--- src/design/skt_pkg.sv ---
// skt_pkg: types and codes shared by the sorted key table cells and top level.
// No dependencies.
`timescale 1ns / 1ps

package skt_pkg;

  // command codes
  localparam logic [1:0] CMD_INSERT = 2'd0;
  localparam logic [1:0] CMD_REMOVE = 2'd1;
  localparam logic [1:0] CMD_FIND   = 2'd2;

  // status codes
  localparam logic [1:0] STATUS_OK   = 2'd0;
  localparam logic [1:0] STATUS_DUP  = 2'd1;
  localparam logic [1:0] STATUS_FULL = 2'd2;

  // id reported when a find misses or for non-find commands
  localparam logic [7:0] ID_NONE = 8'hFF;

  typedef struct packed {
    logic [1:0] cmd;
    logic [7:0] key;
    logic [7:0] section;
    logic [7:0] option;
  } in_item_t;

  typedef struct packed {
    logic [1:0] status;
    logic       found;
    logic [7:0] found_section;
    logic [7:0] found_option;
  } out_item_t;

  // contents of one cell
  typedef struct packed {
    logic       occ;
    logic [7:0] key;
    logic [7:0] section;
    logic [7:0] option;
  } skt_entry_t;

  // broadcast control from the sequencer to every cell
  typedef struct packed {
    logic       capture;    // register compare flags
    logic       is_remove;  // flag hit on section instead of key
    logic       apply_ins;  // open a slot and place the new entry
    logic       shift;      // close the lowest hole
    logic [7:0] key;
    logic [7:0] section;
    logic [7:0] option;
  } skt_ctrl_t;

  typedef enum logic {
    ST_IDLE,
    ST_EXEC
  } skt_state_t;

endpackage

--- src/design/skt_cell.sv ---
// skt_cell: one slot of the sorted table, with compare flags and neighbor moves.
// Depends on skt_pkg.
`timescale 1ns / 1ps

module skt_cell (
  input  logic                clk,
  input  logic                rst_n,
  input  skt_pkg::skt_ctrl_t  ctrl,
  input  skt_pkg::skt_entry_t left_entry,
  input  logic                left_lt,
  input  logic                left_shift,
  input  skt_pkg::skt_entry_t right_entry,
  input  logic                right_hit,
  output skt_pkg::skt_entry_t entry,
  output logic                lt,
  output logic                hit,
  output logic                shift_o
);
  import skt_pkg::*;

  logic       occ_r;
  logic [7:0] key_r;
  logic [7:0] section_r;
  logic [7:0] option_r;
  logic       lt_r;
  logic       hit_r;
  logic       lt_cmp;
  logic       hit_cmp;
  logic       shift_here;
  logic       take_new;

  // compare against the broadcast key / section
  always_comb begin
    lt_cmp  = occ_r && (key_r < ctrl.key);
    hit_cmp = occ_r && (ctrl.is_remove ? (section_r == ctrl.section) : (key_r == ctrl.key));
  end

  // a cell shifts down when it or any lower cell is a hole
  assign shift_here = left_shift | hit_r;
  assign take_new   = !lt_r && left_lt;

  // control flags and occupancy
  always_ff @(posedge clk) begin
    if (!rst_n) begin
      occ_r <= 1'b0;
      lt_r  <= 1'b0;
      hit_r <= 1'b0;
    end else begin
      priority if (ctrl.capture) begin
        lt_r  <= lt_cmp;
        hit_r <= hit_cmp;
      end else if (ctrl.apply_ins) begin
        if (!lt_r) begin
          occ_r <= take_new ? 1'b1 : left_entry.occ;
        end
      end else if (ctrl.shift && shift_here) begin
        occ_r <= right_entry.occ;
        hit_r <= right_hit;
      end else begin
        // no move this cycle
        occ_r <= occ_r;
      end
    end
  end

  // payload moves with occupancy
  always_ff @(posedge clk) begin
    if (!ctrl.capture && ctrl.apply_ins && !lt_r) begin
      key_r     <= take_new ? ctrl.key     : left_entry.key;
      section_r <= take_new ? ctrl.section : left_entry.section;
      option_r  <= take_new ? ctrl.option  : left_entry.option;
    end else if (!ctrl.capture && !ctrl.apply_ins && ctrl.shift && shift_here) begin
      key_r     <= right_entry.key;
      section_r <= right_entry.section;
      option_r  <= right_entry.option;
    end
  end

  assign entry   = '{occ: occ_r, key: key_r, section: section_r, option: option_r};
  assign lt      = lt_r;
  assign hit     = hit_r;
  assign shift_o = shift_here;

endmodule

--- config.mk ---
export PLATFORM = sky130hd
export DESIGN_NAME = skt_cell
export DESIGN_NICKNAME = d
export VERILOG_FILES = /design/src/design/skt_pkg.sv /design/src/design/skt_cell.sv
export SDC_FILE = /design/constraint.sdc
export NUM_CORES = 1
export LEC_CHECK = 0
export BUFFER_PORTS_ARGS = -buffer_cell sky130_fd_sc_hd__clkbuf_2
export CELL_PAD_IN_SITES_DETAIL_PLACEMENT = 0
export CELL_PAD_IN_SITES_GLOBAL_PLACEMENT = 1
export CORE_MARGIN = 2
export CORE_UTILIZATION = 29
export DETAILED_ROUTE_END_ITERATION = 16
export PLACE_DENSITY_LB_ADDON = 0.1
export SKIP_LAST_GASP = 1
export SLEW_MARGIN = 15
export SYNTH_ARGS = -nofsm -noshare
export SYNTH_HDL_FRONTEND = slang
export SYNTH_SLANG_ARGS = --single-unit
--- constraint.sdc ---
create_clock -name clk -period 2.8 [get_ports clk]
set_input_delay 0.56 -clock clk [delete_from_list [all_inputs] [get_ports clk]]
set_output_delay 0.56 -clock clk [all_outputs]
set_load 0.05 [all_outputs]
# == Yosys cells after proc, flatten, opt, wreduce, memory -nomap -nowiden ==
# Index checks and enable logic that the tools add are counted.
# totals
register_bits,27
wordCells,47
# op_classes
magnitude_cmp,1
eq_ne,4
mux,17
bitwise_logic,2
reduce_logical,17
# op_table
operator,n
2-to-1 mux 8 bit,9
== test 8 bit,2
logical AND 1 bit,9
less-than comparator 8 bit,1
2-to-1 mux 1 bit,8
nonzero test 2 bit,3
logical NOT 1 bit,3
AND reduction 3 bit,1
"inequality test 2 x 1 -> 1 bit, second input constant",1
"inequality test 2 bit, second input constant",1
AND reduction 2 bit,1
NOT 1 bit,1
bitwise OR 1 bit,1

# == Longest topological paths before layout ==
# Gate-level depths: netlist of the first run.
# depth
ltp_word,6
ltp_mapped,6
ltp_nobuf,6

# == Worst setup path before layout of the first run ==
# Ideal clock, no wire load.
# synth_timing
path_kind,reg-to-reg
startpoint,"register hit_r, in the netlist hit"
endpoint,register occ_r
t_arrival_ps,2625
required_time_ps,2682
path_slack_ps,57
stages_incl_launch_ff,5
n_path_buf,0
period_less_slack_ps,2743
path_cell_list,dfxtp_1 > nor2_1 > o41ai_2 > mux2i_1 > nor2b_1
# synth_between
elab_chain_cells,4
# synth_rtl
element,line_no,source
start: declaration,skt_cell.sv:26,logic hit_r;
start signal: assignment,skt_cell.sv:51,hit_r <= hit_cmp;
start signal: assignment,skt_cell.sv:58,hit_r <= right_hit;
bitwise OR 1 bit,skt_cell.sv:39,assign shift_here = left_shift | hit_r;
logical AND 1 bit,skt_cell.sv:56,end else if (ctrl.shift && shift_here) begin
nonzero test 2 bit (no line),n/a,
AND reduction 3 bit (no line),n/a,
end signal: assignment,skt_cell.sv:54,occ_r <= take_new ? 1'b1 : left_entry.occ;
end signal: assignment,skt_cell.sv:57,occ_r <= right_entry.occ;
end signal: assignment,skt_cell.sv:61,occ_r <= occ_r;
end: declaration,skt_cell.sv:21,logic occ_r;
# Every way passes these cells.
# A chain may end at the register's enable or synchronous reset.

# == Final worst setup path of the first run ==
# layout_timing
startpoint,input ctrl[27] in the netlist's numbering
endpoint,register section_r[6] (enable)
# layout_between
elab_chain_cells,5
# layout_rtl
element,line_no,source
start: declaration,skt_cell.sv:8,"input skt_pkg::skt_ctrl_t ctrl,"
logical NOT 1 bit (*),"skt_cell.sv:68, skt_cell.sv:72",
logical AND 1 bit (3 in series),skt_cell.sv:72,end else if (!ctrl.capture && !ctrl.apply_ins && ctrl.shift && shift_here) begin
nonzero test 2 bit (no line) (*),n/a,
end signal: assignment,skt_cell.sv:70,section_r <= take_new ? ctrl.section : left_entry.section;
end signal: assignment,skt_cell.sv:74,section_r <= right_entry.section;
end: declaration,skt_cell.sv:23,logic [7:0] section_r;
# Every way passes the cells marked *; elsewhere a longest branch is shown, timed or not.

==> results of run 1 <==
-- critical path, delay by kind of cell --
kind,cells,cell delay [ns]
buffers and inverters,2,0.50
AOI/OAI and AO/OA,1,0.87
-- stage by stage --
stage	hold WS, ns	total power (W)
floorplan	0.520	0.000699
global placement	0.550	0.000813
detailed placement	0.562	0.000815
CTS	0.528	0.00103
global route	0.556	0.00108
finish	0.538	0.00102
-- cell usage in the layout (no fill, tap or decap), drive strengths merged --
cell type  netlist  routed
clkbuf           5     114
nand2           25      25
o21ai           25      25
o22ai           24      24
edfxtp          24      24
inv             14      14
xnor2            8       8
ha               8       8
nand4            4       4
buf              6       4
nor2b            4       4
dfxtp            3       3
nor2             2       2
a21oi            2       2
o41ai            2       2
or3b             1       1
or2b             1       1
o22a             1       1
mux2i            1       1
a211oi           1       1
nor3             1       1
o211ai           1       1
a211o            1       1
o211a            1       1
nand3            1       1
o311a            1       1
a31o             1       1
nor4             1       1
-- sequential cells by signal, indices dropped and copies added, names as in the netlist --
register   flops
option_r       8
section_r      8
occ_r          1
lt             1
hit            1
key_r          8
-- path summary, 6_finish.rpt --
kind	endpoint	start	cells past startpoint	slack, ns
worst min-delay path	hit	ctrl[26]	3	0.54
worst max-delay path	section_r[6]	ctrl[27]	3	0.84
worst max register to register	section_r[6]	hit	3	0.97
worst min register to register	hit	occ_r	2	0.57
-- power groups by stage --
stage | Sequential [W] | Clock, W | Combinational (W)
floorplan | 0.000579 | 0 | 0.000120
global placement | 0.000498 | 0 | 0.000315
detailed placement | 0.000497 | 0 | 0.000318
CTS | 0.000488 | 0.000225 | 0.000318
global route | 0.000491 | 0.000239 | 0.000345
finish | 0.000488 | 0.000215 | 0.000313
-- kinds of logic after synthesis --
| kind of cell | synth area share [%] |
|---|---|
| buffers and inverters | 7.47 |
| AND/OR/NAND/NOR | 11.4 |
| AO/OA/AOI/OAI | 22.6 |
| flip-flops | 47.6 |
| adder cells (fa/ha/maj) | 6.10 |
| XOR/XNOR | 4.27 |
| multiplexers | 0.610 |
-- final cells by class --
class,instances,area (µm²)
Clock buffer,4,45.0
Fill cell,592,3170
Inverter,14,52.6
Multi-Input combinational cell,117,752
Sequential cell,27,781
Tap cell,72,90.1
Timing Repair Buffer,114,581
-- routing by layer --
layer / vias to the layer above / track usage [%] / share of wire [%]
met1: 712 / 21.2 / 45
met4: 0 / 3.10 / 0.40
met2: 71 / 23.1 / 46
met5: - / 0 / 0
met3: 2 / 3.75 / 8.7
li1: 840 / - / -
==> key figures, run 1 <==
Outcome
  • Outcome: finished clean

Floorplan
  • Die Wd: 79.2 µm
  • Die area: 0.00628 mm²
  • Row count: 27
  • Die height: 79.2 µm
  • Core area: 0.00547 mm²
  • Num ports: 111
  • Initial Util: 30.0%

Placed design
  • Hpwl dp: 3810 µm
  • PortBufs: 110
  • Place WS: 0.499 ns
  • Cells after DPL: 344
  • Gpl congestion: 0.738
  • Placed Area: 0.00226 mm²

CTS
  • Cts repair resizes: 0
  • Setup Fix Bufs, Post-CTS: 0
  • Longest Clk Path Bufs: 2
  • Clk sinks: 27
  • Worst skew pair latency: 0.26 ns
  • CTS root buf: clkbuf_8
  • H-tree depth: 1
  • Reg clk slew, reported paths: 0.09 ns
  • CTS tree: done
  • Total CTS buffers: 3
  • Hold buffers post-CTS: 0

Timing
  • Setup TNS Final: 0 ns
  • Fin. max-slew vios: 0
  • Post-layout minimum cycle time: 1.96 ns
  • Slew HR: 40.5%
  • Fmax: 511 MHz
  • Final Setup Violations: 0
  • Final worst slack: 0.843 ns
  • Final Cycle Share: 69.9%
  • Fin. Hold Viols: 0
  • Fin Clk Skew: 0.00265 ns
  • Worst slew pin tran: 0.889 ns
  • RSZ-0062 raised after global routing: false

Worst setup path
  • Crit path DAT: 1.93 ns
  • Crit path max fanout: 13
  • CP Launch Type: input pin
  • Max stage delay on crit path: 0.87 ns
  • Critical-path cell list: clkbuf_2 -> o41ai_4 -> buf_4
  • Max stage delay cell, worst path: o41ai_4
  • Endpoint type of the worst setup path: flip-flop
  • CP required: 2.77 ns
  • Setup Crit Path Kind: in -> reg

Detailed routing
  • WL/cell: 13.5 µm
  • # DRC: 0
  • DR vias/cell: 4.67
  • Initial DRC count: 61
  • Antenna-violating nets left: 0
  • Final WL: 4700 µm
  • Via count: 1625
  • TritonRoute pass-1 iters: 4

Finish
  • # nets final: 368
  • Antenna diode count: 0
  • Finished Layout Cells: 348
  • Fraction of layout cells with a size suffix above 1: 43.8%
  • Finished Core Util: 42.0%
  • Final instance area: 0.00230 mm²
  • Synthesis-to-layout area growth: 40.2%

Power
  • Internal power: 0.000690 W
  • VDD IR-drop max: 0.177 mV
  • Cell area power density: 442 mW/mm²
  • Sequential share of power: 48.0%
  • Combinational Power Share: 30.8%
  • Switching power of the nets: 0.000327 W
  • Leakage: 1.12 nW
  • Sw frac: 32.2%
  • Clock network power share: 21.2%

Synthesis
  • Post-synth EDFFs: 24
  • Top post-synthesis cells by count: 25 x nand2_1, 24 x edfxtp_1, 24 x o22ai_1
  • Synthesized area: 0.00164 mm²
  • Distinct cells, synth: 32
  • Register area share after synthesis: 47.6%
  • Yosys top cell area share: 43.9%
  • Prevailing post-synth register cell: edfxtp_1
  • Synth warn: 0
  • Syn Area/Cell: 9.71 µm²
  • Top-count cell post-synth: nand2_1
  • Synthesized instance count: 169
  • Largest cells by area after synthesis: edfxtp_1 44%, o22ai_1 9.1%, o21ai_0 6.7%
  • Syn nets: 260
  • Fraction of registers with async set/reset: 0%
  • Synth area leader: edfxtp_1
  • #FFs+latches synth: 27

Global route
  • Largest net degree at the start of global routing: 49
  • Global-route wire length before repair: 7400 µm
  • GRT Overall Usage: 14.9%
  • Vias in the first global route: 1546
  • Remaining global-route overflow: 0
  • Initial antenna violation count: 0

Worst hold path
  • Hold Crit Class: in -> reg

Job
  • Max-cap viol count: 0
Note: power is estimated with default switching activity, not from simulation.
==> run 2: changes to the inputs <==
CORE_UTILIZATION = 26   (was 29)
clock period = 1.68 ns   (was 2.8 ns; I/O delays follow)
==> run 2 against run 1 <==
  * Sequential power up 66%
  * Hold slack worse by 0.24 ns
  * Count of clock-buffer cells in the layout down 1
  * Non-clock buffer count up 5
  * Via count up 2.9%
  * Power up 72%
  * Critical path type is now reg -> reg
==> key figures, run 2 (synthesized netlist as in run 1, its figures left out) <==
CTS
  • Total CTS buffers: 3 (unchanged)
  • Worst skew pair latency: 0.28 ns (+0.02 ns)
  • Longest Clk Path Bufs: 2 (unchanged)
  • H-tree depth: 1 (unchanged)
  • Reg clk slew, reported paths: 0.10 ns (about the same)
  • CTS root buf: clkbuf_8
  • Setup Fix Bufs, Post-CTS: 0 (unchanged)
  • Clk sinks: 27 (unchanged)
  • CTS tree: done

Finish
  • Most frequent cells in the layout: 110 x clkbuf_2, 25 x nand2_1, 24 x o22ai_1, 24 x edfxtp_1, 22 x o21ai_0
  • Fillers: 683 (+15%)
  • Finished Core Util: 39.4% (-2.6 points)
  • Synthesis-to-layout area growth: 44.7%
  • Fraction of layout cells with a size suffix above 1: 45.9% (+2.1 points)
  • # nets final: 373 (+1.4%)
  • Most common cell after layout, fill and taps aside: clkbuf_2
  • Finished Layout Cells: 356 (+2.3%)
  • Leading registers by flop count: key_r x8, option_r x8, section_r x8
  • Multi-input combinational cell area: 764 µm² (+1.7%)
  • FF+latch area: 785 µm² (+0.48%)
  • Antenna diode count: 0 (unchanged)

Outcome
  • Outcome: finished clean

Floorplan
  • Die area: 0.00697 mm² (+11%)
  • Core area: 0.00603 mm² (+10%)
  • Row count: 28 (+3.7%)
  • Initial Util: 27.2% (-2.8 points)
  • Num ports: 111 (unchanged)
  • Die height: 83.5 µm (+5.3%)
  • Die Wd: 83.5 µm (+5.3%)

Worst setup path
  • R2R cell count: 4 (+1)
  • Setup Crit Path Kind: reg -> reg
  • Critical-path cell list: buf_4 -> or3b_4 -> o41ai_4 -> buf_4
  • Endpoint type of the worst setup path: flip-flop
  • Setup slack, reg-to-reg: 0.06 ns (-0.91 ns)
  • Max stage delay on crit path: 0.42 ns (-0.45 ns)
  • CP required: 1.66 ns (-1.11 ns)
  • Most used cell, CP: buf_4
  • Crit path max fanout: 14 (+1)
  • Max stage delay cell, worst path: or3b_4
  • FF-to-FF End: section_r[0]
  • Crit path DAT: 1.60 ns (-0.33 ns)
  • CP Launch Type: flip-flop
  • Reg2reg start: lt

Global route
  • Most used routing layer: met2
  • Met3 Use GR: 3.26% (-0.49 points)
  • Largest net degree at the start of global routing: 49 (unchanged)
  • Initial antenna violation count: 0 (unchanged)
  • GRT Overall Usage: 14.1% (-0.82 points)
  • Global-route wire length before repair: 7930 µm (+7.1%)
  • GR Layer Usage met2: 24.8% (+1.7 points)
  • Routing usage on met1: 17.3% (-4.0 points)
  • Vias in the first global route: 1682 (+8.8%)
  • Remaining global-route overflow: 0 (unchanged)

Placed design
  • PortBufs: 110 (unchanged)
  • Hpwl dp: 3830 µm (+0.49%)
  • Cells after DPL: 352 (+2.3%)
  • Gpl congestion: 0.756 (+2.4%)

Detailed routing
  • DR vias/cell: 4.70 (+0.58%)
  • Initial DRC count: 44 (-28%)
  • Antenna-violating nets left: 0 (unchanged)
  • WL/cell: 13.9 µm (+3.1%)
  • TritonRoute pass-1 iters: 4 (unchanged)
  • # DRC: 0 (unchanged)
  • Via count: 1672 (+2.9%)
  • Final WL: 4950 µm (+5.5%)

Power
  • Leakage: 1.16 nW (+3.5%)
  • Total power: 0.00175 W (+72%)
  • Cell area power density: 735 mW/mm² (+66%)
  • VDD IR-drop max: 0.310 mV (+75%)

Timing
  • Fin. Hold Viols: 0 (unchanged)
  • Fin Clk Skew: 0.00530 ns (+0.00266 ns)
  • Final Cycle Share: 96.6%
  • Post-layout minimum cycle time: 1.62 ns
  • Fin. max-slew vios: 0 (unchanged)
  • Final Setup Violations: 0 (unchanged)
  • Slew HR: 58.2% (+18 points)
  • Worst slew pin tran: 0.625 ns (-0.264 ns)
  • RSZ-0062 raised after global routing: false
  • Fmax: 616 MHz
  • Worst hold slack: 0.296 ns (-0.241 ns)

Worst hold path
  • Hold Path Sink: hit
  • Hold_sp: ctrl[26]
  • Worst hold path depth: 3 (unchanged)
  • Hold Crit Class: in -> reg

Job
  • Max-cap viol count: 0 (unchanged)
run 2: how the worst max path moves through the flow:
stage | from | to | slack [ns]
2_1_floorplan | hit | occ_r | -0.29
3_3_place_gp | left_lt | option_r[7] | -0.21
3_5_place_dp | left_lt | section_r[6] | -0.27
4_1_cts | lt | key_r[5] | 0.03
5_1_grt | lt | section_r[5] | 0.02
6_report | lt | section_r[0] | 0.06
run 2: report_power, final:
group	internal, W	switching (W)	leakage (nW)	total [W]
Clock	0.000167	0.000227	0.0255	0.000394
Combinational	0.000205	0.000338	0.881	0.000543
Sequential	0.000787	0.0000223	0.253	0.000809
run 2: metal layers:
metal	vias to the layer above	part of all wire (%)
met5	-	0
met4	0	0.55
met3	2	6.9
met2	55	50
met1	762	43
li1	853	-
run 2: critical path: cells and delay by family, from the launching register on:
family,cells,cell delay (ns)
buffers and inverters,2,0.46
AND/OR/NAND/NOR,1,0.42
flip-flops,1,0.35
AO/OA/AOI/OAI,1,0.09
run 2: final cells by class:
class | instances | area share (%)
timing repair buffer | 119 | 26.7
clock buffer | 3 | 1.74
multi-input combinational | 117 | 32.2
tap | 75 | 3.95
sequential | 27 | 33.0
clock inverter | 1 | 0.211
inverter | 14 | 2.21
run 2: what timing repair did:
item | in CTS | in global routing
hold buffers | 0 | 0
gates resized for setup | 1 | 1
endpoints found under the setup margin | 25 | 24
run 2: metrics by stage:
step / setup TNS (ns) / setup WS, ns / area [µm²]
after floorplan: -6.39 / -0.291 / 1660
after global placement: -4.68 / -0.215 / 2320
after global routing: 0 / 0.0171 / 2380
after CTS: 0 / 0.0291 / 2370
after detailed placement: -5.88 / -0.271 / 2320
final: 0 / 0.0579 / 2380
==> run 3: changes to the inputs <==
SETUP_SLACK_MARGIN = 0.1   (was not set)
==> run 3 against run 2 <==
  * Routed wire length grew 1.8%
  * Final area up 4.4%
  * Sequential power hardly changed
  * Register-to-register slack improved by 0.05 ns
  * Worst setup slack better by 0.054 ns
  * Clock skew up 0.00099 ns
  * Critical path depth up 1
  * Sequential share of layout area shrank 1.3 points
  * First-iteration DRC count is 34% higher
  * Critical path type unchanged
  * Largest power group unchanged
==> key figures, run 3 (synthesized netlist as in run 1, its figures left out) <==
CTS
  • Longest Clk Path Bufs: 2 (unchanged)
  • Clk sinks: 27 (unchanged)
  • CTS tree: done
  • Total CTS buffers: 3 (unchanged)
  • Reg clk slew, reported paths: 0.10 ns (about the same)
  • H-tree depth: 1 (unchanged)
  • Hold buffers post-CTS: 0 (unchanged)
  • CTS root buf: clkbuf_8
  • Worst skew pair latency: 0.28 ns (about the same)

Floorplan
  • Die height: 83.5 µm (unchanged)
  • Core area: 0.00603 mm² (unchanged)
  • Row count: 28 (unchanged)
  • Die Wd: 83.5 µm (unchanged)
  • Die area: 0.00697 mm² (unchanged)
  • Initial Util: 27.2% (unchanged)
  • Num ports: 111 (unchanged)

Finish
  • Synthesis-to-layout area growth: 51.1%
  • Most common cell after layout, fill and taps aside: clkbuf_2
  • Most frequent cells in the layout: 110 x clkbuf_2, 25 x nand2_1, 24 x o22ai_1, 24 x edfxtp_1, 22 x o21ai_0
  • Antenna diode count: 0 (unchanged)
  • Fraction of layout cells with a size suffix above 1: 47.4% (+1.5 points)
  • Leading registers by flop count: key_r x8, option_r x8, section_r x8
  • # nets final: 379 (+1.6%)
  • Finished Core Util: 41.2% (+1.7 points)

Detailed routing
  • TritonRoute pass-1 iters: 4 (unchanged)
  • DR vias/cell: 4.79 (+2.0%)
  • # DRC: 0 (unchanged)
  • Antenna-violating nets left: 0 (unchanged)
  • Via count: 1735 (+3.8%)
  • Final WL: 5040 µm (+1.8%)
  • WL/cell: 13.9 µm (about the same)
  • Initial DRC count: 59 (+34%)

Worst setup path
  • Bufs and invs on worst path: 3 (+1)
  • CP Launch Type: flip-flop
  • Critical-path cell list: buf_6 -> or3b_4 -> o41ai_4 -> buf_6 -> clkbuf_16
  • Setup Crit Path Kind: reg -> reg
  • Endpoint type of the worst setup path: flip-flop
  • Max stage delay on crit path: 0.41 ns (about the same)
  • Max stage delay cell, worst path: or3b_4
  • Crit path DAT: 1.57 ns (-0.03 ns)
  • CP required: 1.69 ns (+0.03 ns)
  • Most used cell, CP: buf_6
  • Crit path max fanout: 5 (-9)
  • CP top delay family: buffers and inverters

Global route
  • Remaining global-route overflow: 0 (unchanged)
  • Vias in the first global route: 1689 (+0.42%)
  • Initial antenna violation count: 0 (unchanged)
  • GRT Overall Usage: 13.8% (-0.35 points)
  • Largest net degree at the start of global routing: 33 (-33%)
  • Global-route wire length before repair: 7840 µm (-1.1%)

Timing
  • RSZ-0062 raised after global routing: true
  • Post-layout minimum cycle time: 1.57 ns (-0.0544 ns)
  • Fin. max-slew vios: 0 (unchanged)
  • Final Cycle Share: 93.3% (-3.2 points)
  • Final Setup Violations: 0 (unchanged)
  • Fin Clk Skew: 0.00629 ns (+0.000990 ns)
  • Worst slew pin tran: 0.638 ns (+0.0125 ns)
  • Fmax: 638 MHz (+3.5%)
  • Fin. Hold Viols: 0 (unchanged)
  • Slew HR: 57.4% (-0.83 points)

Outcome
  • Outcome: finished clean

Placed design
  • Gpl congestion: 0.730 (-3.4%)
  • Hpwl dp: 3790 µm (-1.0%)
  • PortBufs: 110 (unchanged)

Job
  • Max-cap viol count: 0 (unchanged)

Power
  • Cell area power density: 719 mW/mm² (-2.2%)
  • VDD IR-drop max: 0.469 mV (+51%)
  • Total power: 0.00178 W (+2.0%)
  • Leakage: 1.21 nW (+4.0%)

Worst hold path
  • Hold Crit Class: in -> reg
-- run 3: path summary, 6_finish.rpt --
path,to,depth (start not counted),startpoint,slack [ns]
setup / recovery,key_r[7],5,lt,0.11
hold / removal,hit,3,ctrl[26],0.31
setup reg to reg,key_r[7],5,lt,0.11
hold reg to reg,occ_r,2,occ_r,0.59
-- run 3: timing repair --
item,in CTS,in global routing
setup endpoints to repair,44,20
resized for setup,2,5
pin swaps,1,2
gates cloned,0,2
setup buffers,0,3
-- run 3: final cells by class --
type | instances | area [µm²]
clock buffers | 3 | 41.3
clock inverters | 1 | 7.51
fillers | 608 | 3550
inverters | 14 | 52.6
multi-input cells | 117 | 764
flip-flops and latches | 27 | 786
well taps | 75 | 93.8
repair buffers | 125 | 734
-- run 3: power by group --
group / switching, W / internal (W)
Sequential: 0.0000229 / 0.000787
Clock: 0.000227 / 0.000169
Combinational: 0.000346 / 0.000231
-- run 3: metal layers --
layer | global-route usage (%) | up-vias | share of wire [%]
met4 | 2.93 | 0 | 1.3
met1 | 16.4 | 784 | 43
met5 | 0 | - | 0
met2 | 24.2 | 78 | 47
li1 | - | 867 | -
met3 | 4.65 | 6 | 8.0
-- run 3: stage by stage --
step / area (µm²) / setup WS [ns] / TNS (ns) / std cells / hold slack, ns
after floorplan: 1670 / -0.291 / -6.39 / 169 / 0.462
after global placement: 2330 / -0.208 / -5.67 / 353 / 0.555
after detailed placement: 2330 / -0.261 / -6.53 / 353 / 0.571
after CTS: 2390 / 0.0863 / 0 / 357 / 0.297
after global routing: 2480 / 0.0914 / 0 / 362 / 0.317
final: 2480 / 0.112 / 0 / 362 / 0.309
-- run 3: worst min-delay path, cell delays in order --
cell and delay, ns:
clkbuf_2 0.10, inv_1 0.05, o41ai_1 0.07
